==> src/hw/rtl/assert_macros.svh <==
// Assertion macros used by the scanline unfilter top level.
`ifndef ASSERT_MACROS_SVH
`define ASSERT_MACROS_SVH

`ifndef SYNTHESIS
`define PUF_ASSERT(lbl, clk, rst, prop, msg) \
  lbl: assert property (@(posedge clk) disable iff (rst) prop) else $error(msg);
`define PUF_ASSERT_ALWAYS(lbl, clk, prop, msg) \
  lbl: assert property (@(posedge clk) prop) else $error(msg);
`else
`define PUF_ASSERT(lbl, clk, rst, prop, msg)
`define PUF_ASSERT_ALWAYS(lbl, clk, prop, msg)
`endif

`endif

==> src/hw/rtl/puf_pkg.sv <==
// Shared types, filter codes, register indexes and the Paeth predictor of the scanline unfilter.
package puf_pkg;

  localparam int LINE_BYTES_DEF  = 8192;
  localparam int PIXEL_BYTES_DEF = 8;

  localparam logic [2:0] FILT_NONE  = 3'd0;
  localparam logic [2:0] FILT_SUB   = 3'd1;
  localparam logic [2:0] FILT_UP    = 3'd2;
  localparam logic [2:0] FILT_AVG   = 3'd3;
  localparam logic [2:0] FILT_PAETH = 3'd4;

  localparam logic REG_LINE_LENGTH     = 1'b0;
  localparam logic REG_BYTES_PER_PIXEL = 1'b1;

  localparam int LEN_W = 14;
  localparam int BPP_W = 4;

  // data byte in flight between the sequencer and the reconstruct stage
  typedef struct packed {
    logic [7:0] code;
    logic [2:0] kind;
    logic       first_row;
    logic       last;
  } puf_item_t;

  function automatic logic [7:0] paeth_pick(input logic [7:0] a, input logic [7:0] b,
                                            input logic [7:0] c);
    logic signed [9:0] da;
    logic signed [9:0] db;
    logic signed [9:0] dc;
    logic [9:0] pa;
    logic [9:0] pb;
    logic [9:0] pc;
    da = $signed({2'b00, b}) - $signed({2'b00, c});
    db = $signed({2'b00, a}) - $signed({2'b00, c});
    dc = da + db;
    pa = (da < 0) ? 10'(-da) : 10'(da);
    pb = (db < 0) ? 10'(-db) : 10'(db);
    pc = (dc < 0) ? 10'(-dc) : 10'(dc);
    if (pa <= pb && pa <= pc) begin
      return a;
    end else if (pb <= pc) begin
      return b;
    end else begin
      return c;
    end
  endfunction

endpackage

==> src/hw/rtl/puf_seq.sv <==
// Input sequencer: filter byte / column tracking, line store read, first pipeline stage.
module puf_seq #(
  parameter int LINE_BYTES = puf_pkg::LINE_BYTES_DEF,
  parameter int COL_W      = 13
) (
  input  logic                      clk,
  input  logic                      rst,
  input  logic                      s_tvalid,
  output logic                      s_tready,
  input  logic [7:0]                s_byte,
  input  logic                      s_frame_start,
  input  logic [puf_pkg::LEN_W-1:0] line_length,
  input  logic                      take,
  output logic                      rd_en,
  output logic [COL_W-1:0]          rd_addr,
  output logic                      s1_valid,
  output puf_pkg::puf_item_t        s1_item,
  output logic [COL_W-1:0]          s1_col
);
  import puf_pkg::*;

  localparam int CMP_W = (COL_W + 1 > LEN_W) ? COL_W + 1 : LEN_W;

  logic [COL_W-1:0] column;
  logic             expect_filt;
  logic [2:0]       kind;
  logic             first_row;

  logic             fire;
  logic             filt_now;
  logic [COL_W:0]   col_inc;
  logic             last;

  assign s_tready = !s1_valid || take;
  assign fire     = s_tvalid && s_tready;
  assign filt_now = expect_filt || s_frame_start;
  assign col_inc  = {1'b0, column} + 1'b1;
  assign last     = (CMP_W'(col_inc) >= CMP_W'(line_length))
                 || (CMP_W'(col_inc) == CMP_W'(LINE_BYTES));
  assign rd_en    = fire && !filt_now;
  assign rd_addr  = column;

  always_ff @(posedge clk) begin
    if (rst) begin
      column      <= '0;
      expect_filt <= 1'b1;
      kind        <= FILT_NONE;
      first_row   <= 1'b1;
      s1_valid    <= 1'b0;
    end else begin
      if (fire && filt_now) begin
        kind        <= (s_byte <= 8'(FILT_PAETH)) ? s_byte[2:0] : FILT_NONE;
        expect_filt <= 1'b0;
        column      <= '0;
        first_row   <= first_row || s_frame_start;
      end else if (fire) begin
        if (last) begin
          column      <= '0;
          expect_filt <= 1'b1;
          first_row   <= 1'b0;
        end else begin
          column <= col_inc[COL_W-1:0];
        end
      end
      if (rd_en) begin
        s1_valid <= 1'b1;
      end else if (take) begin
        s1_valid <= 1'b0;
      end
    end
  end

  always_ff @(posedge clk) begin
    if (rd_en) begin
      s1_item.code      <= s_byte;
      s1_item.kind      <= kind;
      s1_item.first_row <= first_row;
      s1_item.last      <= last;
      s1_col            <= column;
    end
  end

endmodule

==> config.mk <==
export PLATFORM = sky130hd
export DESIGN_NAME = puf_seq
export DESIGN_NICKNAME = d
export VERILOG_FILES = /design/src/hw/rtl/assert_macros.svh /design/src/hw/rtl/puf_pkg.sv /design/src/hw/rtl/puf_seq.sv
export SDC_FILE = /design/constraint.sdc
export NUM_CORES = 1
export LEC_CHECK = 0
export BUFFER_PORTS_ARGS = -buffer_cell sky130_fd_sc_hd__buf_2
export CORE_MARGIN = 4
export CORE_UTILIZATION = 46
export DETAILED_ROUTE_END_ITERATION = 7
export HOLD_SLACK_MARGIN = 0.05
export PLACE_DENSITY_LB_ADDON = 0.3
export SLEW_MARGIN = 20
export SYNTH_ARGS = -nofsm -noshare
export SYNTH_HDL_FRONTEND = slang
export SYNTH_SLANG_ARGS = --single-unit
==> constraint.sdc <==
create_clock -name clk -period 4 [get_ports clk]
set_input_delay 0.8 -clock clk [delete_from_list [all_inputs] [get_ports clk]]
set_output_delay 0.8 -clock clk [all_outputs]
set_load 0.1 [all_outputs]
==> flow_summary.toml, run 1 <==
[synthesis]
synth_area_um2 = 2170
synth_edf_count = 26
seq_area_frac_synth_pct = 53.4
synth_area_leader_cell = "edfxtp_1"
syn_nets = 242
ys_warn_count = 0
ys_top_cells_by_area = "edfxtp_1, dfxtp_1, ha_1"
synth.avg_cell_area_um2 = 10.9
synth_flop_cell = "edfxtp_1"
synthCells = 200
synthArstFlopShare_pct = 0
ys_types = 37
ys_seq_elements = 45
synth_top_area_share_pct = 35.9

[critical_path]
cp_max_fo = 13
slowest_delay_ns = 0.62
cp-start-kind = "flop"
end_kind = "flop"
crit_chain = "ha_1, and3_1, nand2_1, xnor2_1, ha_1, nand4_1, nor2_1, nor4_4, and2_1, nand4_1, a31oi_1"
cp.buffers_inverters = 0
worstPathRequired_ns = 4.21
critPathTopFamily = "simple AND/OR/NAND/NOR gates"
cp.arrival_ns = 3.49
path_class = "reg -> reg"
worst_path_max_delay_cell = "nor4_4"

[layout]
syn_to_final_growth_pct = 24.1
finalNetCount = 311
diodes = 0
layout-drive-gt1-share_pct = 32.6
post_layout_nonfiller_instances = 322

[placement]
post-dp-hpwl_um = 3420
dp.cells = 314
post-place-ws_ns = 0.794
port_buffers = 68
globalplace.congestion = 0.913

[route]
routed_wl_um = 4440
drt_iter0_drc = 101
vias = 1701
viasPerCell = 5.28
post-route-drc-count = 0
avgRoutedWirePerCell_um = 13.8
drt_pass1_iterations = 4
ant_nets = 0

[power]
leakage_nw = 1.25
ir_drop_v = 0.000157
powerDensity_nw_per_um2 = 370

[run]
drv_cap = 0

[global_route]
grt_pass1_vias = 1600
overflow = 0
antenna_found_initial = 0
grt_usage_pct = 15.2
grt_pass1_wl_um = 7400
grt_max_degree = 28

[cts]
root_buffer = "clkbuf_8"
htreeDepth = 2
insertion_delay_ns = 0.29
cts_made_buffers = 5
cts_tree = "yes"
postCtsSetupRepairBufs = 0
clkSlewWorstSetupHoldPaths_ns = 0.09
cts_sinks = 45
clock_path_buffers = 2
cts-resized-gates = 0
cts.hold.buffers_added = 0

[die]
die-width_um = 76.8
rows = 24
initial_utilization_pct = 48.6
ios = 69
coreArea_um2 = 4470
die-area_um2 = 5890
fp.dieH_um = 76.8

[hold_path]
hold_class = "reg -> reg"

[timing]
relSlewSlack_pct = 40.3
drv_slew = 0
whs_ns = 0.443
period_share_pct = 81.9
fin_skew_ns = 0.00785
finalSetupViolCount = 0
tns_ns = 0
period_needed_ns = 3.28
fmax_mhz = 305
worst_slew_pin_slew_ns = 0.887
setup_slack_ns = 0.724
grt_setup_unrepaired = "false"
hold_viol = 0

[status]
status = "completed"
[metal layers]
metal / global-route usage, % / wire [um]
met3: 2.69 / 344
met2: 24.0 / 1970
met5: 0 / 0
met1: 21.2 / 2070
met4: 4.89 / 55
[through the flow]
stage                     cell area [um2]  utilization [%]  power [mW]
final                                2700             60.3       0.998
after global routing                 2700             60.3        1.03
after global placement               2560             57.2       0.607
after CTS                            2700             60.3        1.00
after floorplan                      2190                -       0.581
after detailed placement             2560             57.2       0.608
[kinds of logic (layout without fill, tap and decap cells)]
logic type	count (synthesis)	count (layout)	share of synthesized area, %
simple gates	81	81	20.7
buf+inv	23	93	4.66
compound gates	25	25	8.17
mux	1	1	0.460
flops	45	45	53.4
fa+ha+maj	15	15	8.63
xor+xnor	10	10	4.03
[Yosys cell counts, types with 3 or more instances]
cell type	instances
nor2_1	5
dfxtp_1	19
and3_1	4
edfxtp_1	26
a21oi_1	7
nand4_1	13
nand2_1	27
ha_1	15
xnor2_1	9
o21ai_0	5
clkbuf_1	4
nor3_1	6
a22o_1	3
inv_1	16
nor2b_1	3
a31oi_1	3
nand3_1	10
[registers in the layout, summed over array words and instances, names as in the netlist]
register / count
s1_col: 13
s1_item: 13
expect_filt: 1
s1_valid: 1
first_row: 1
rd_addr: 13
kind: 3
[where the power goes]
| part | switching, mW | leakage (nW) | total [mW] | internal [mW] |
|---|---|---|---|---|
| registers | 0.00357 | 0.391 | 0.498 | 0.494 |
| logic | 0.0766 | 0.788 | 0.0993 | 0.0227 |
| clock network | 0.149 | 0.0687 | 0.401 | 0.251 |
| total | 0.229 | 1.25 | 0.998 | 0.768 |
[path summary, 6_finish.rpt]
kind	startpoint	cells after the start	slack, ns	endpoint
hold / removal	kind[1]	0	0.44	s1_item[3]
setup reg to reg	rd_addr[0]	11	0.72	rd_addr[6]
setup / recovery	rd_addr[0]	11	0.72	rd_addr[6]
hold reg to reg	kind[1]	0	0.44	s1_item[3]
[worst reg2reg max path, cell delays in order, from the launching register on]
cell     delay, ns
dfxtp_1       0.50
ha_1          0.38
and3_1        0.26
nand2_1       0.08
xnor2_1       0.24
ha_1          0.29
nand4_1       0.13
nor2_1        0.09
nor4_4        0.62
and2_1        0.32
nand4_1       0.13
a31oi_1       0.18
[cell usage in the layout (no fill, tap or decap), drive strengths merged]
master,synthesis,final
o2111ai,1,1
nor4,3,3
nand4,13,13
o21ai,5,5
o221ai,1,1
nand2b,2,2
and4,2,2
a22o,3,3
a21oi,7,7
a22oi,1,1
or4,1,1
and2,1,1
a41oi,1,1
clkbuf,4,5
dfxtp,19,19
buf,3,69
nor2b,3,3
xor2,1,1
bufinv,0,2
nand2,28,28
xnor2,9,9
nor3,6,6
ha,15,15
or2,1,1
mux2i,1,1
a211oi,2,2
nor2,5,5
inv,16,17
edfxtp,26,26
a31oi,3,3
a221o,1,1
nand3,10,10
and3,6,6
[cell type report]
type / instances / area, um2
clock inverter: 3 / 68.8
clock buffer: 5 / 68.8
multi-input combinational: 132 / 926
inverter: 16 / 60.1
timing repair buffer: 69 / 348
fill: 370 / 1780
tap: 52 / 65.1
sequential: 45 / 1160
Note: power is estimated with default switching activity, not from simulation.
==> run 2, diff against run 1 <==
- CORE_UTILIZATION: 46 -> 50
- clock period: 4 -> 3.1 ns (I/O delays scaled with it)
==> run 2 against run 1 <==
Largest cell class unchanged. First-iteration DRC count decreased by 0.99%. Combinational power up 33%. Worst hold slack worse by 0.0026 ns. Register-to-register slack worse by 0.43 ns. Worst setup slack got worse by 0.43 ns. Non-clock buffer count up 2. Via count increased by 0.88%.
==> flow_summary.toml, run 2 (synthesis gave the netlist of run 1 again) <==
[route]
drt_pass1_iterations = 4
viasPerCell = 5.33
drt_iter0_drc = 100
ant_nets = 0
avgRoutedWirePerCell_um = 15.2
post-route-drc-count = 0
routed_wl_um = 4900
vias = 1716

[critical_path]
cp_max_fo = 18
slowest_delay_ns = 0.43
reg2reg_depth = 10
crit_top_cell = "and3_1"
crit_chain = "and3_1, and3_1, nor2b_1, or2_2, ha_1, a21oi_1, o221ai_1, a22oi_4, nand2_2, a221o_1"
cp-start-kind = "flop"
path_class = "reg -> reg"
cp.arrival_ns = 3.00
ff2ff_setup_slack_ns = 0.29
reg2reg_to = "expect_filt"
end_kind = "flop"
worst_path_max_delay_cell = "a22oi_4"
r2r_start = "rd_addr[4]"
worstPathRequired_ns = 3.29

[die]
fp.dieH_um = 74.0
rows = 23
die-area_um2 = 5470
initial_utilization_pct = 52.8
ios = 69
coreArea_um2 = 4120
die-width_um = 74.0

[timing]
period_needed_ns = 2.81
period_share_pct = 90.5
setup_slack_ns = 0.293
hold_viol = 0
fmax_mhz = 356
whs_ns = 0.441
grt_setup_unrepaired = "false"
finalSetupViolCount = 0
relSlewSlack_pct = 42.8
tns_ns = 0
worst_slew_pin_slew_ns = 0.851
drv_slew = 0
fin_skew_ns = 0.00745

[layout]
final_common_cell = "buf_2"
post_layout_nonfiller_instances = 322
finalNetCount = 313
diodes = 0
layout_common_cells = "buf_2, nand2_1, edfxtp_1, inv_1, ha_1"
syn_to_final_growth_pct = 26.5
layout-drive-gt1-share_pct = 37.5
fillers = 327
multi_input_area_um2 = 933
seqCellArea_um2 = 1180

[cts]
root_buffer = "clkbuf_8"
postCtsSetupRepairBufs = 0
insertion_delay_ns = 0.30
clkSlewWorstSetupHoldPaths_ns = 0.09
clock_path_buffers = 2
htreeDepth = 2
cts_sinks = 45
cts_tree = "yes"
cts_made_buffers = 5
cts.hold.buffers_added = 0
cts-resized-gates = 0

[placement]
globalplace.congestion = 0.846
port_buffers = 68
post-dp-hpwl_um = 3640
dp.cells = 314
post-place-ws_ns = 0.313

[power]
p_switching_uw = 310
seq_power_share_pct = 49.3
power_mw = 1.30
powerDensity_nw_per_um2 = 473
power_frac_comb_pct = 10.1
power.share.switching_pct = 23.8
leakage_nw = 1.27
internal_power_uw = 992
ir_drop_v = 0.000227
clock_power_share_pct = 40.6

[global_route]
antenna_found_initial = 0
grt_pass1_wl_um = 8070
grt_pass1_vias = 1674
grt_usage_pct = 19.8
grt_max_degree = 28
overflow = 0

[hold_path]
hp-start = "kind[0]"
min_to = "s1_item[2]"
hold_class = "reg -> reg"
hold_path_depth = 0

[status]
status = "completed"

[run]
drv_cap = 0
[run 2: cell types whose count changed in the layout (fill, tap and decap cells not counted)]
cell	before	now
buf_12	0	1
buf_2	68	67
buf_4	1	3
dfxtp_1	19	8
dfxtp_2	0	9
dfxtp_4	0	2
nand2_1	27	26
nand2_2	1	2
nand2b_2	1	0
nand2b_4	0	1
[run 2: metrics by stage]
step           area (um2)  utilization (%)
2_1_floorplan        2220                -
3_3_place_gp         2610             63.5
3_5_place_dp         2610             63.5
4_1_cts              2750             66.9
5_1_grt              2750             66.9
6_report             2750             66.9
[run 2: worst max path at each step]
| stage | cells past startpoint | end | slack, ns | from |
|---|---|---|---|---|
| floorplan | 4 | rd_en | -0.12 | take |
| global placement | 10 | expect_filt | 0.35 | rd_addr[4] |
| detailed placement | 10 | expect_filt | 0.31 | rd_addr[4] |
| CTS | 10 | expect_filt | 0.29 | rd_addr[4] |
| global route | 11 | rd_addr[0] | 0.04 | rd_addr[2] |
| finish | 10 | expect_filt | 0.29 | rd_addr[4] |
[run 2: power by group through the flow]
stage | combinational (mW) | clock (mW) | sequential, mW
after global routing | 0.142 | 0.565 | 0.643
final | 0.132 | 0.528 | 0.642
after global placement | 0.130 | 0 | 0.655
after CTS | 0.133 | 0.534 | 0.642
after floorplan | 0.0389 | 0 | 0.712
after detailed placement | 0.131 | 0 | 0.655
[run 2: critical path: cells and delay by family, from the launching register on]
| kind | cells | cell delay [ns] |
|---|---|---|
| AO/OA/AOI/OAI | 4 | 1.10 |
| AND/OR/NAND/NOR | 5 | 0.95 |
| flip-flops | 1 | 0.35 |
| adder cells (fa/ha/maj) | 1 | 0.31 |
[run 2: final cells by class]
cell class / count / area share [%]
Clock buffer: 5 / 2.50
Clock inverter: 3 / 2.50
Inverter: 16 / 2.18
Multi-Input combinational cell: 132 / 33.9
Sequential cell: 45 / 42.9
Tap cell: 50 / 2.27
Timing Repair Buffer: 71 / 13.7
[run 2: routing by layer]
layer | track usage (%) | share of wire (%) | wire, um | up-vias
li1 | - | - | - | 872
met1 | 25.5 | 44 | 2130 | 760
met2 | 32.6 | 47 | 2310 | 77
met3 | 4.59 | 7.6 | 370 | 7
met4 | 7.24 | 1.7 | 85 | 0
met5 | 0 | 0 | 0 | -
