--- src/hw/rtl/assert_macros.svh ---
// Assertion macros used by the scanline unfilter top level.
`ifndef ASSERT_MACROS_SVH
`define ASSERT_MACROS_SVH

`ifndef SYNTHESIS
`define PUF_ASSERT(lbl, clk, rst, prop, msg) \
  lbl: assert property (@(posedge clk) disable iff (rst) prop) else $error(msg);
`define PUF_ASSERT_ALWAYS(lbl, clk, prop, msg) \
  lbl: assert property (@(posedge clk) prop) else $error(msg);
`else
`define PUF_ASSERT(lbl, clk, rst, prop, msg)
`define PUF_ASSERT_ALWAYS(lbl, clk, prop, msg)
`endif

`endif

--- src/hw/rtl/puf_pkg.sv ---
// Shared types, filter codes, register indexes and the Paeth predictor of the scanline unfilter.
package puf_pkg;

  localparam int LINE_BYTES_DEF  = 8192;
  localparam int PIXEL_BYTES_DEF = 8;

  localparam logic [2:0] FILT_NONE  = 3'd0;
  localparam logic [2:0] FILT_SUB   = 3'd1;
  localparam logic [2:0] FILT_UP    = 3'd2;
  localparam logic [2:0] FILT_AVG   = 3'd3;
  localparam logic [2:0] FILT_PAETH = 3'd4;

  localparam logic REG_LINE_LENGTH     = 1'b0;
  localparam logic REG_BYTES_PER_PIXEL = 1'b1;

  localparam int LEN_W = 14;
  localparam int BPP_W = 4;

  // data byte in flight between the sequencer and the reconstruct stage
  typedef struct packed {
    logic [7:0] code;
    logic [2:0] kind;
    logic       first_row;
    logic       last;
  } puf_item_t;

  function automatic logic [7:0] paeth_pick(input logic [7:0] a, input logic [7:0] b,
                                            input logic [7:0] c);
    logic signed [9:0] da;
    logic signed [9:0] db;
    logic signed [9:0] dc;
    logic [9:0] pa;
    logic [9:0] pb;
    logic [9:0] pc;
    da = $signed({2'b00, b}) - $signed({2'b00, c});
    db = $signed({2'b00, a}) - $signed({2'b00, c});
    dc = da + db;
    pa = (da < 0) ? 10'(-da) : 10'(da);
    pb = (db < 0) ? 10'(-db) : 10'(db);
    pc = (dc < 0) ? 10'(-dc) : 10'(dc);
    if (pa <= pb && pa <= pc) begin
      return a;
    end else if (pb <= pc) begin
      return b;
    end else begin
      return c;
    end
  endfunction

endpackage

--- src/hw/rtl/puf_recon.sv ---
// Reconstruct stage: neighbor histories, filter predictors and the output register.
module puf_recon #(
  parameter int PIXEL_BYTES = puf_pkg::PIXEL_BYTES_DEF,
  parameter int COL_W       = 13
) (
  input  logic                      clk,
  input  logic                      rst,
  input  logic                      s1_valid,
  input  puf_pkg::puf_item_t        s1_item,
  input  logic [COL_W-1:0]          s1_col,
  input  logic [7:0]                up_raw,
  input  logic [puf_pkg::BPP_W-1:0] bytes_per_pixel,
  output logic                      take,
  output logic                      wr_en,
  output logic [COL_W-1:0]          wr_addr,
  output logic [7:0]                wr_data,
  output logic                      m_tvalid,
  input  logic                      m_tready,
  output logic [7:0]                m_pixel,
  output logic                      m_last
);
  import puf_pkg::*;

  localparam int HIST_W = (PIXEL_BYTES > 1) ? $clog2(PIXEL_BYTES) : 1;
  localparam int HL_W   = (COL_W > BPP_W) ? COL_W : BPP_W;

  logic [7:0] left_hist [PIXEL_BYTES];
  logic [7:0] up_hist   [PIXEL_BYTES];

  logic             advance;
  logic [BPP_W-1:0] bpp_eff;
  logic [HIST_W-1:0] hidx;
  logic             has_left;
  logic [7:0]       up;
  logic [7:0]       left;
  logic [7:0]       upleft;
  logic [8:0]       avg_sum;
  logic [7:0]       pred;
  logic [7:0]       raw;

  assign take    = !m_tvalid || m_tready;
  assign advance = s1_valid && take;

  always_comb begin
    if (bytes_per_pixel == '0) begin
      bpp_eff = BPP_W'(1);
    end else if (bytes_per_pixel > BPP_W'(PIXEL_BYTES)) begin
      bpp_eff = BPP_W'(PIXEL_BYTES);
    end else begin
      bpp_eff = bytes_per_pixel;
    end
  end

  assign hidx     = HIST_W'(bpp_eff - 1'b1);
  assign has_left = HL_W'(s1_col) >= HL_W'(bpp_eff);
  assign up       = s1_item.first_row ? 8'd0 : up_raw;
  assign left     = has_left ? left_hist[hidx] : 8'd0;
  assign upleft   = (has_left && !s1_item.first_row) ? up_hist[hidx] : 8'd0;
  assign avg_sum  = {1'b0, left} + {1'b0, up};

  always_comb begin
    case (s1_item.kind)
      FILT_SUB:   pred = left;
      FILT_UP:    pred = up;
      FILT_AVG:   pred = avg_sum[8:1];
      FILT_PAETH: pred = paeth_pick(left, up, upleft);
      default:    pred = 8'd0;
    endcase
  end

  assign raw     = s1_item.code + pred;
  assign wr_en   = advance;
  assign wr_addr = s1_col;
  assign wr_data = raw;

  // histories are only read once this row has pushed enough bytes, so no clear on a new row
  always_ff @(posedge clk) begin
    if (advance) begin
      left_hist[0] <= raw;
      up_hist[0]   <= up;
      for (int i = 1; i < PIXEL_BYTES; i++) begin
        left_hist[i] <= left_hist[i-1];
        up_hist[i]   <= up_hist[i-1];
      end
    end
  end

  always_ff @(posedge clk) begin
    if (rst) begin
      m_tvalid <= 1'b0;
    end else if (advance) begin
      m_tvalid <= 1'b1;
    end else if (m_tready) begin
      m_tvalid <= 1'b0;
    end
  end

  always_ff @(posedge clk) begin
    if (advance) begin
      m_pixel <= raw;
      m_last  <= s1_item.last;
    end
  end

endmodule

--- config.mk ---
export PLATFORM = sky130hd
export DESIGN_NAME = puf_recon
export DESIGN_NICKNAME = d
export VERILOG_FILES = /design/src/hw/rtl/assert_macros.svh /design/src/hw/rtl/puf_pkg.sv /design/src/hw/rtl/puf_recon.sv
export SDC_FILE = /design/constraint.sdc
export NUM_CORES = 1
export LEC_CHECK = 0
export BUFFER_PORTS_ARGS = -buffer_cell sky130_fd_sc_hd__buf_4
export CORE_MARGIN = 4
export CORE_UTILIZATION = 35
export CTS_CLUSTER_SIZE = 30
export DETAILED_ROUTE_END_ITERATION = 8
export GPL_TIMING_DRIVEN = 0
export SETUP_SLACK_MARGIN = 0.05
export SLEW_MARGIN = 5
export SYNTH_ARGS = -nofsm -noshare
export SYNTH_HDL_FRONTEND = slang
export SYNTH_SLANG_ARGS = --single-unit
--- constraint.sdc ---
create_clock -name clk -period 14.5 [get_ports clk]
set_input_delay 2.9 -clock clk [delete_from_list [all_inputs] [get_ports clk]]
set_output_delay 2.9 -clock clk [all_outputs]
set_load 0.005 [all_outputs]
==> results of run 1 <==
## routing by layer
layer | share of wire (%) | vias up | global-route usage (%) | routed length, um
met2 | 46 | 167 | 23.2 | 9060
li1 | - | 2861 | - | -
met3 | 6.4 | 13 | 3.33 | 1260
met1 | 47 | 2845 | 20.9 | 9130
met5 | 0 | - | 0 | 0
met4 | 0.80 | 0 | 3.58 | 157
## cells by family (layout without fill, tap and decap cells)
kind of cell | count (synthesis) | after routing | synth area share [%]
buffers and inverters | 74 | 212 | 3.93
adder cells (fa/ha/maj) | 82 | 82 | 12.5
other | 2 | 4 | 0.0890
XOR/XNOR | 47 | 47 | 5.15
flip-flops | 130 | 130 | 46.1
multiplexers | 39 | 39 | 9.39
AO/OA/AOI/OAI | 140 | 140 | 12.2
AND/OR/NAND/NOR | 181 | 181 | 10.5
## flip-flops by register name (all words and copies together), names as in the netlist
| register | flops |
|---|---|
| m_tvalid | 1 |
| m_last | 1 |
| left_hist | 64 |
| up_hist | 64 |
## cells in the mapped netlist (all sizes together) (6+ instances only)
library cell,n,share of area [%]
edfxtp,129,46
ha,74,11
nand2,61,2.7
inv,47,2.1
a21oi,45,2.7
nor2,35,1.6
mux4,32,8.5
xnor2,28,3.1
o21ai,22,1.5
xor2,19,2.1
buf,17,1.4
nor2b,17,1.3
a21o,15,1.3
nand3,15,0.89
nand2b,13,0.96
clkbuf,10,0.44
nor3,9,0.53
nand4,8,0.59
o21bai,7,0.62
mux2i,6,0.71
## cells in the final DEF, fill, tap and decap left out, types with 17 or more instances in the layout
| master | synthesis | routed |
|---|---|---|
| edfxtp_1 | 129 | 129 |
| buf_4 | 13 | 118 |
| ha_1 | 74 | 70 |
| nand2_1 | 60 | 59 |
| inv_1 | 46 | 41 |
| nor2_1 | 35 | 33 |
| mux4_2 | 32 | 32 |
| a21oi_1 | 45 | 31 |
| clkbuf_16 | 0 | 19 |
| xnor2_1 | 26 | 17 |
## through the flow
step                      hold WS [ns]  util, %  std cells  TNS, ns  total power (W)
after CTS                        0.442     44.5       1137        0          0.00221
final                            0.441     45.7       1154        0          0.00229
after detailed placement         0.432     39.9       1091   -14.70          0.00164
after global placement           0.422     39.8       1090   -14.34          0.00163
after global routing             0.447     45.7       1154  -0.0641          0.00249
after floorplan                  0.421        -        697        0          0.00137
## worst min-delay path by stage
| stage | slack [ns] | to |
|---|---|---|
| CTS | 0.44 | left_hist[5][7] |
| global route | 0.45 | left_hist[4][3] |
| detailed placement | 0.43 | left_hist[3][4] |
| floorplan | 0.42 | left_hist[2][0] |
| global placement | 0.42 | left_hist[7][1] |
| finish | 0.44 | up_hist[1][4] |
## repair_timing
| action | in CTS | in global routing |
|---|---|---|
| endpoints found under the setup margin | 8 | 4 |
| pin swaps | 12 | 18 |
| gates resized for setup | 67 | 31 |
| cloned | 0 | 0 |
| setup buffers | 14 | 17 |
## power breakdown
part / switching [W] / leakage, nW / internal [W]
sequential: 0.0000160 / 1.26 / 0.000458
combinational: 0.000717 / 2.72 / 0.000610
clock: 0.000166 / 0.334 / 0.000325
total: 0.000899 / 4.32 / 0.00139
## area by class of cell
class | count | area, um2 | area share (%)
Timing Repair Buffer | 106 | 816 | 7.56
Clock buffer | 17 | 425 | 3.94
Inverter | 47 | 176 | 1.63
Multi-Input combinational cell | 493 | 4570 | 42.3
Sequential cell | 130 | 3890 | 36.1
Tap cell | 319 | 399 | 3.70
Clock inverter | 15 | 254 | 2.35
Buffer | 27 | 265 | 2.46
==> run summary, run 1 <==
Run status
- finished, final reports clean — result of the run

Power
- 136 uV — Worst VDD drop
- 4.32 nW — Static Leak
- 212 nW/um2 — Power Density

Final layout
- 2151 — filler cell count
- 943 — number of nets in the final layout
- 0 — Antenna diodes
- 32.3% — ratio of cells with drive above 1 in the final layout
- 27.9% — Area growth syn-to-layout
- 10800 um2 — final design area excluding fillers

Synthesis
- 129 — EDFF count, synth
- 77 — count of cell types in the netlist
- 12.1 um2 — mean instance size in the synthesized netlist
- 46.1% — sequential fraction of the synthesis area
- 130 — synthesis-stage register bit count
- 0% — asr flop ratio synth
- 0 — count of warnings emitted by yosys
- 695 — Post-Syn Instances
- 8440 um2 — Post-Syn Area
- edfxtp_1 — dominant register cell in the synthesized netlist

Worst setup path
- 6.91 ns — worst reg-to-reg setup slack
- 11.60 ns — required time reported for the critical path endpoint
- 38 — number of cells on the worst reg-to-reg path
- primary input to primary output — WS Path Type
- 0.35 ns — delay of the slowest cell on the worst path
- a221o_1 — slowest stage cell, crit path
- 46 — number of gates on the worst path with buffers counted
- bytes_per_pixel[0] — Worst Setup SP
- primary input — crit start category
- ha_1 — CP most frequent cell
- 11.17 ns — endpoint arrival time on the critical path
- compound AO/OA/AOI/OAI gates — cell family with the largest share of critical-path delay
- 10 — crit-path max FO
- wr_data[7] — Critical Path End
- left_hist[0][0] — launch instance of the worst register-to-register path
- left_hist[0][7] — Crit Reg-Reg Endpoint
- primary output — crit path capture type
- 10 — count of buffer and inverter cells on the critical path

Floorplan
- 75 — number of top-level pins
- 163 um — horizontal die dimension
- 56 — # rows
- 35.7% — initial standard-cell utilization of the core
- 163 um — height of the die
- 26700 um2 — area enclosed by the die boundary
- 23600 um2 — area of the core

STA
- 0 — final setup violation count
- 0.868 ns — worst-margin pin slew
- 14.07 ns — final worst path period need
- 97.0% — part of the cycle the worst path needs
- 0 — max-slew violation count
- 0.435 ns — Worst Slack Setup Final
- 0 — final number of hold-violating endpoints
- 71.1 MHz — upper clock frequency limit
- 42.1% — worst slew margin relative to its limit
- 0.00832 ns — Post-Route Skew

Routing
- 5 — drt pass-1 iters
- 19600 um — wirelength, routed
- 5886 — total number of vias
- 5.10 — routed vias/inst
- 0 — number of remaining DRC errors
- 342 — violation count after the first detailed-route iteration
- 17.0 um — Wirelength per Cell
- 0 — Final ANT Viol Nets

Clocking
- 0.42 ns — Clk Latency, worst-skew pair
- 0 — number of hold buffers added after CTS
- clkbuf_16 — clock tree root buffer cell
- 4 — maximum level of the CTS H-tree
- 0.06 ns — clock edge transition at the registers on the reported setup and hold paths
- done — clock tree from TritonCTS
- 2 — worst-case clock buffer depth
- 17 — number of clock buffers inserted by TritonCTS
- 130 — Num Clock Sinks

Global route
- 30900 um — wire length of the first global-routing pass
- 67 — maximum number of pins on one net before global-route repair
- 14.8% — Overall Global Routing Usage
- 0 — GRT Residual Overflow
- 5840 — via count of the first global-routing pass
- 0 — initial antenna violation count

Placed design
- 14200 um — final HPWL from detailed placement
- 9430 um2 — Cell Area, Placed
- 0.853 — last weighted congestion value of the routability-driven placer
- -2.56 ns — worst slack, placed
- 74 — Port Buffers

Hold path
- flip-flop to flip-flop — class of the tightest hold or removal check
- 0 — Worst Hold Path Cells
- up_hist[0][4] — origin of the worst min-delay path

Job
- 0 — max_cap viols

Power figures use the tool's default switching activity.
==> run 2, diff against run 1 <==
ABC_AREA = 1   (was not set)
==> run summary, run 2 <==
Run status
- finished, final reports clean — result of the run

STA
- no — unrepaired setup endpoints after global routing
- 0.0111 ns — Post-Route Skew
- 94.4% — part of the cycle the worst path needs
- 44.0% — worst slew margin relative to its limit
- 0 — final number of hold-violating endpoints
- 0.809 ns — Worst Slack Setup Final
- 0 — max-slew violation count
- 0.837 ns — worst-margin pin slew
- 73.0 MHz — upper clock frequency limit
- 13.69 ns — final worst path period need
- 0 — final setup violation count

Synthesis
- edfxtp_1 — dominant register cell in the synthesized netlist
- 130 — synthesis-stage register bit count
- 53 — count of cell types in the netlist
- 9020 um2 — Post-Syn Area
- 43.0% — post-synth top area share
- 43.2% — sequential fraction of the synthesis area
- edfxtp_1, ha_1, nand2_1, inv_1, o211ai_1 — top post-synthesis cells by area
- nand2_1, edfxtp_1, inv_1, nand3_1, ha_1 — most frequent cells after synthesis
- 8.80 um2 — mean instance size in the synthesized netlist
- 0% — asr flop ratio synth
- edfxtp_1 — most area-hungry cell type in the Yosys netlist
- nand2_1 — most frequent cell after synthesis
- 129 — EDFF count, synth
- 1025 — Post-Syn Instances
- 0 — count of warnings emitted by yosys

Routing
- 7399 — total number of vias
- 0 — Final ANT Viol Nets
- 530 — violation count after the first detailed-route iteration
- 5.01 — routed vias/inst
- 5 — drt pass-1 iters
- 15.7 um — Wirelength per Cell
- 23200 um — wirelength, routed
- 0 — number of remaining DRC errors

Worst setup path
- 0.34 ns — delay of the slowest cell on the worst path
- primary input — crit start category
- primary input to primary output — WS Path Type
- primary output — crit path capture type
- ha_2 — slowest stage cell, crit path
- 10 — crit-path max FO
- 11.60 ns — required time reported for the critical path endpoint
- 10.79 ns — endpoint arrival time on the critical path
- nand2_1 — CP most frequent cell

Floorplan
- 169 um — height of the die
- 75 — number of top-level pins
- 25300 um2 — area of the core
- 35.7% — initial standard-cell utilization of the core
- 28400 um2 — area enclosed by the die boundary
- 169 um — horizontal die dimension
- 58 — # rows

Clocking
- 130 — Num Clock Sinks
- 4 — maximum level of the CTS H-tree
- 0.42 ns — Clk Latency, worst-skew pair
- 0.06 ns — clock edge transition at the registers on the reported setup and hold paths
- clkbuf_16 — clock tree root buffer cell
- 2 — worst-case clock buffer depth
- done — clock tree from TritonCTS
- 17 — number of clock buffers inserted by TritonCTS

Power
- 188 nW/um2 — Power Density
- 174 uV — Worst VDD drop
- 4.96 nW — Static Leak

Global route
- 7131 — via count of the first global-routing pass
- 0 — GRT Residual Overflow
- 16.3% — Overall Global Routing Usage
- 25 — maximum number of pins on one net before global-route repair
- 37000 um — wire length of the first global-routing pass
- 0 — initial antenna violation count

Placed design
- 18100 um — final HPWL from detailed placement
- -0.904 ns — worst slack, placed
- 10100 um2 — Cell Area, Placed
- 73 — Port Buffers
- 0.865 — last weighted congestion value of the routability-driven placer

Final layout
- nand2_1, edfxtp_1, inv_1 — commonest cells after routing, fill and taps aside
- 22.9% — ratio of cells with drive above 1 in the final layout
- 2492 — filler cell count
- 11000 um2 — final design area excluding fillers
- 0 — Antenna diodes
- 1254 — number of nets in the final layout
- nand2_1 — most common library cell in the layout ignoring fill and taps
- 22.3% — Area growth syn-to-layout
- left_hist x64, up_hist x64 — largest registers

Hold path
- flip-flop to flip-flop — class of the tightest hold or removal check

Job
- 0 — max_cap viols

-- run 2: cell types whose count changed in the layout (fill, tap and decap cells not counted), sizes merged, moves of 32 or more --
cell	delta
nand2	+161
o211ai	+55
inv	+88
mux4	-32
nand3	+71
or2	+48
-- run 2: logic make-up after synthesis --
| family | after synthesis | share of synthesized area [%] |
|---|---|---|
| buffers and inverters | 173 | 8.12 |
| adders and majority gates | 79 | 11.4 |
| and+or+nand+nor | 449 | 23.0 |
| xor gates and xnor gates | 27 | 2.83 |
| AOI/OAI and AO/OA | 165 | 11.4 |
| other | 2 | 0.0833 |
| DFF | 130 | 43.2 |
-- run 2: repair_timing --
action	4_1_cts	5_1_grt
pin swaps	1	4
buffers inserted	2	8
gates resized for setup	21	40
endpoints found under the setup margin	4	3
hold buffers	0	0
-- run 2: area by class of cell --
cell class                      count  area, um2  area share [%]
Timing Repair Buffer               88        766            6.94
Clock inverter                     15        204            1.85
Tap cell                          330        413            3.74
Buffer                             38        269            2.44
Sequential cell                   130       3890            35.3
Multi-Input combinational cell    724       4560            41.3
Inverter                          134        503            4.56
Clock buffer                       17        425            3.86
-- run 2: power breakdown --
group | switching, W | internal [W]
logic | 0.000703 | 0.000438
registers | 0.0000177 | 0.000457
clock network | 0.000164 | 0.000289
-- run 2: stage by stage --
stage                     hold slack [ns]  setup TNS, ns  cells  power, W  utilization, %
after global routing                0.449              0   1476   0.00227            43.7
after floorplan                     0.418              0   1027   0.00130               -
after detailed placement            0.427          -1.75   1435   0.00158            40.1
after global placement              0.420          -2.68   1430   0.00156            39.5
after CTS                           0.440              0   1468   0.00205            42.9
final                               0.438              0   1476   0.00207            43.7
-- run 2: path summary, 6_finish.rpt --
| path | startpoint | endpoint | slack (ns) | depth (start not counted) |
|---|---|---|---|---|
| max reg2reg | left_hist[0][0] | left_hist[0][7] | 7.29 | 51 |
| min reg2reg | up_hist[1][7] | up_hist[2][7] | 0.44 | 0 |
| max | bytes_per_pixel[0] | wr_data[7] | 0.81 | 56 |
| min | up_hist[1][7] | up_hist[2][7] | 0.44 | 0 |
-- run 2: metal layers --
metal / part of all wire (%) / GRT usage, %
met2: 47 / 26.7
met1: 46 / 22.5
met4: 1.5 / 4.52
met5: 0 / 0
met3: 5.6 / 2.55
-- run 2: critical path, delay by kind of cell --
family          cells  cell delay (ns)
xor+xnor            1             0.22
buf+inv            14             1.86
fa+ha+maj           5             1.58
simple gates       28             2.94
compound gates      8             1.29
==> run 3, diff against run 2 <==
clock period = 13 ns   (was 14.5 ns; I/O delays follow)
==> run summary, run 3 (synthesized netlist as in run 2, its figures left out) <==
Worst setup path
- 5.97 ns — worst reg-to-reg setup slack
- nand2_1 — CP most frequent cell
- 10 — crit-path max FO
- primary input — crit start category
- 10.40 ns — required time reported for the critical path endpoint
- 9.87 ns — endpoint arrival time on the critical path
- simple AND/OR/NAND/NOR gates — cell family with the largest share of critical-path delay
- left_hist[0][7] — Crit Reg-Reg Endpoint
- 0.42 ns — delay of the slowest cell on the worst path
- 40 — number of cells on the worst reg-to-reg path
- wr_data[7] — Critical Path End
- fa_2 — slowest stage cell, crit path
- bytes_per_pixel[3] — Worst Setup SP
- 11 — count of buffer and inverter cells on the critical path
- primary input to primary output — WS Path Type
- primary output — crit path capture type
- up_hist[5][0] — launch instance of the worst register-to-register path
- 51 — number of gates on the worst path with buffers counted

Placed design
- 1435 — post-placement cell count
- 18100 um — final HPWL from detailed placement
- 0.865 — last weighted congestion value of the routability-driven placer
- 73 — Port Buffers

Clocking
- 4 — maximum level of the CTS H-tree
- 2 — worst-case clock buffer depth
- clkbuf_16 — clock tree root buffer cell
- done — clock tree from TritonCTS
- 17 — number of clock buffers inserted by TritonCTS
- 0.42 ns — Clk Latency, worst-skew pair
- 0.06 ns — clock edge transition at the registers on the reported setup and hold paths
- 130 — Num Clock Sinks

Floorplan
- 169 um — horizontal die dimension
- 25300 um2 — area of the core
- 58 — # rows
- 75 — number of top-level pins
- 35.7% — initial standard-cell utilization of the core
- 28400 um2 — area enclosed by the die boundary
- 169 um — height of the die

Routing
- 0 — Final ANT Viol Nets
- 460 — violation count after the first detailed-route iteration
- 0 — number of remaining DRC errors
- 16.0 um — Wirelength per Cell
- 7594 — total number of vias
- 5.04 — routed vias/inst
- 5 — drt pass-1 iters
- 24100 um — wirelength, routed

Final layout
- left_hist x64, up_hist x64 — largest registers
- 0 — Antenna diodes
- nand2_1, edfxtp_1, buf_4 — commonest cells after routing, fill and taps aside
- nand2_1 — most common library cell in the layout ignoring fill and taps
- 1506 — Layout Cells excl Fill
- 29.8% — ratio of cells with drive above 1 in the final layout
- 1284 — number of nets in the final layout
- 30.3% — Area growth syn-to-layout
- 46.5% — final core area utilization
- 2390 — filler cell count

STA
- 95.9% — part of the cycle the worst path needs
- 0.0116 ns — Post-Route Skew
- 0 — final number of hold-violating endpoints
- 42.3% — worst slew margin relative to its limit
- 80.2 MHz — upper clock frequency limit
- 12.47 ns — final worst path period need
- 0 — max-slew violation count
- 0 — final setup violation count
- 0.863 ns — worst-margin pin slew

Global route
- 0 — initial antenna violation count
- 37100 um — wire length of the first global-routing pass
- 16.4% — Overall Global Routing Usage
- 7164 — via count of the first global-routing pass
- 25 — maximum number of pins on one net before global-route repair
- 0 — GRT Residual Overflow

Power
- 212 uV — Worst VDD drop
- 215 nW/um2 — Power Density
- 5.15 nW — Static Leak

Job
- 0 — max_cap viols

Run status
- finished, final reports clean — result of the run

Hold path
- left_hist[5][3] — origin of the worst min-delay path
- flip-flop to flip-flop — class of the tightest hold or removal check

[run 3: layer usage]
| layer | wire (um) | vias to the layer above | track usage [%] |
|---|---|---|---|
| met3 | 1200 | 24 | 2.57 |
| met5 | 0 | - | 0 |
| met2 | 11500 | 167 | 26.9 |
| met4 | 371 | 0 | 4.62 |
| met1 | 11000 | 3608 | 22.5 |
| li1 | - | 3795 | - |
[run 3: cell type report]
class | count | area [um2] | share of cell area (%)
clock inverters | 15 | 204 | 1.74
flip-flops and latches | 130 | 3890 | 33.1
repair buffers | 119 | 1020 | 8.67
multi-input cells | 724 | 5000 | 42.5
well taps | 330 | 413 | 3.51
inverters | 134 | 505 | 4.30
clock buffers | 17 | 425 | 3.62
plain buffers | 37 | 289 | 2.46
[run 3: worst min path at each step]
stage | endpoint | slack [ns] | cells past startpoint
detailed placement | left_hist[6][1] | 0.43 | 0
floorplan | up_hist[6][4] | 0.42 | 0
CTS | up_hist[6][4] | 0.44 | 0
finish | left_hist[6][3] | 0.43 | 0
global route | up_hist[6][4] | 0.45 | 0
global placement | up_hist[4][5] | 0.42 | 0
[run 3: through the flow]
stage	TNS, ns	hold slack, ns	setup slack, ns	area, um2	total power, W
CTS	0	0.440	0.0670	11000	0.00232
global route	-0.0302	0.449	-0.0302	11700	0.00276
finish	0	0.435	0.529	11700	0.00253
detailed placement	-7.72	0.427	-1.80	10100	0.00176
global placement	-9.31	0.420	-2.12	9990	0.00174
floorplan	0	0.418	0.837	9020	0.00145
[run 3: report_power, final]
part           internal [W]  leakage (nW)  switching [W]  total, W
registers          0.000510          1.26      0.0000200  0.000530
clock network      0.000322         0.298       0.000185  0.000507
logic              0.000622          3.59       0.000872   0.00149
[run 3: worst register-to-register path: cells and delay by family, from the launching register on]
kind	cells	cell delay [ns]
simple gates	18	2.68
fa+ha+maj	5	1.54
compound gates	10	1.13
buf+inv	5	0.63
xor+xnor	2	0.43
flops	1	0.38
[run 3: timing repair]
item | 4_1_cts | 5_1_grt
endpoints found under the setup margin | 8 | 3
resized for setup | 57 | 93
pin swaps | 6 | 38
cloned | 0 | 0
hold buffers | 0 | 0
setup buffers | 11 | 30
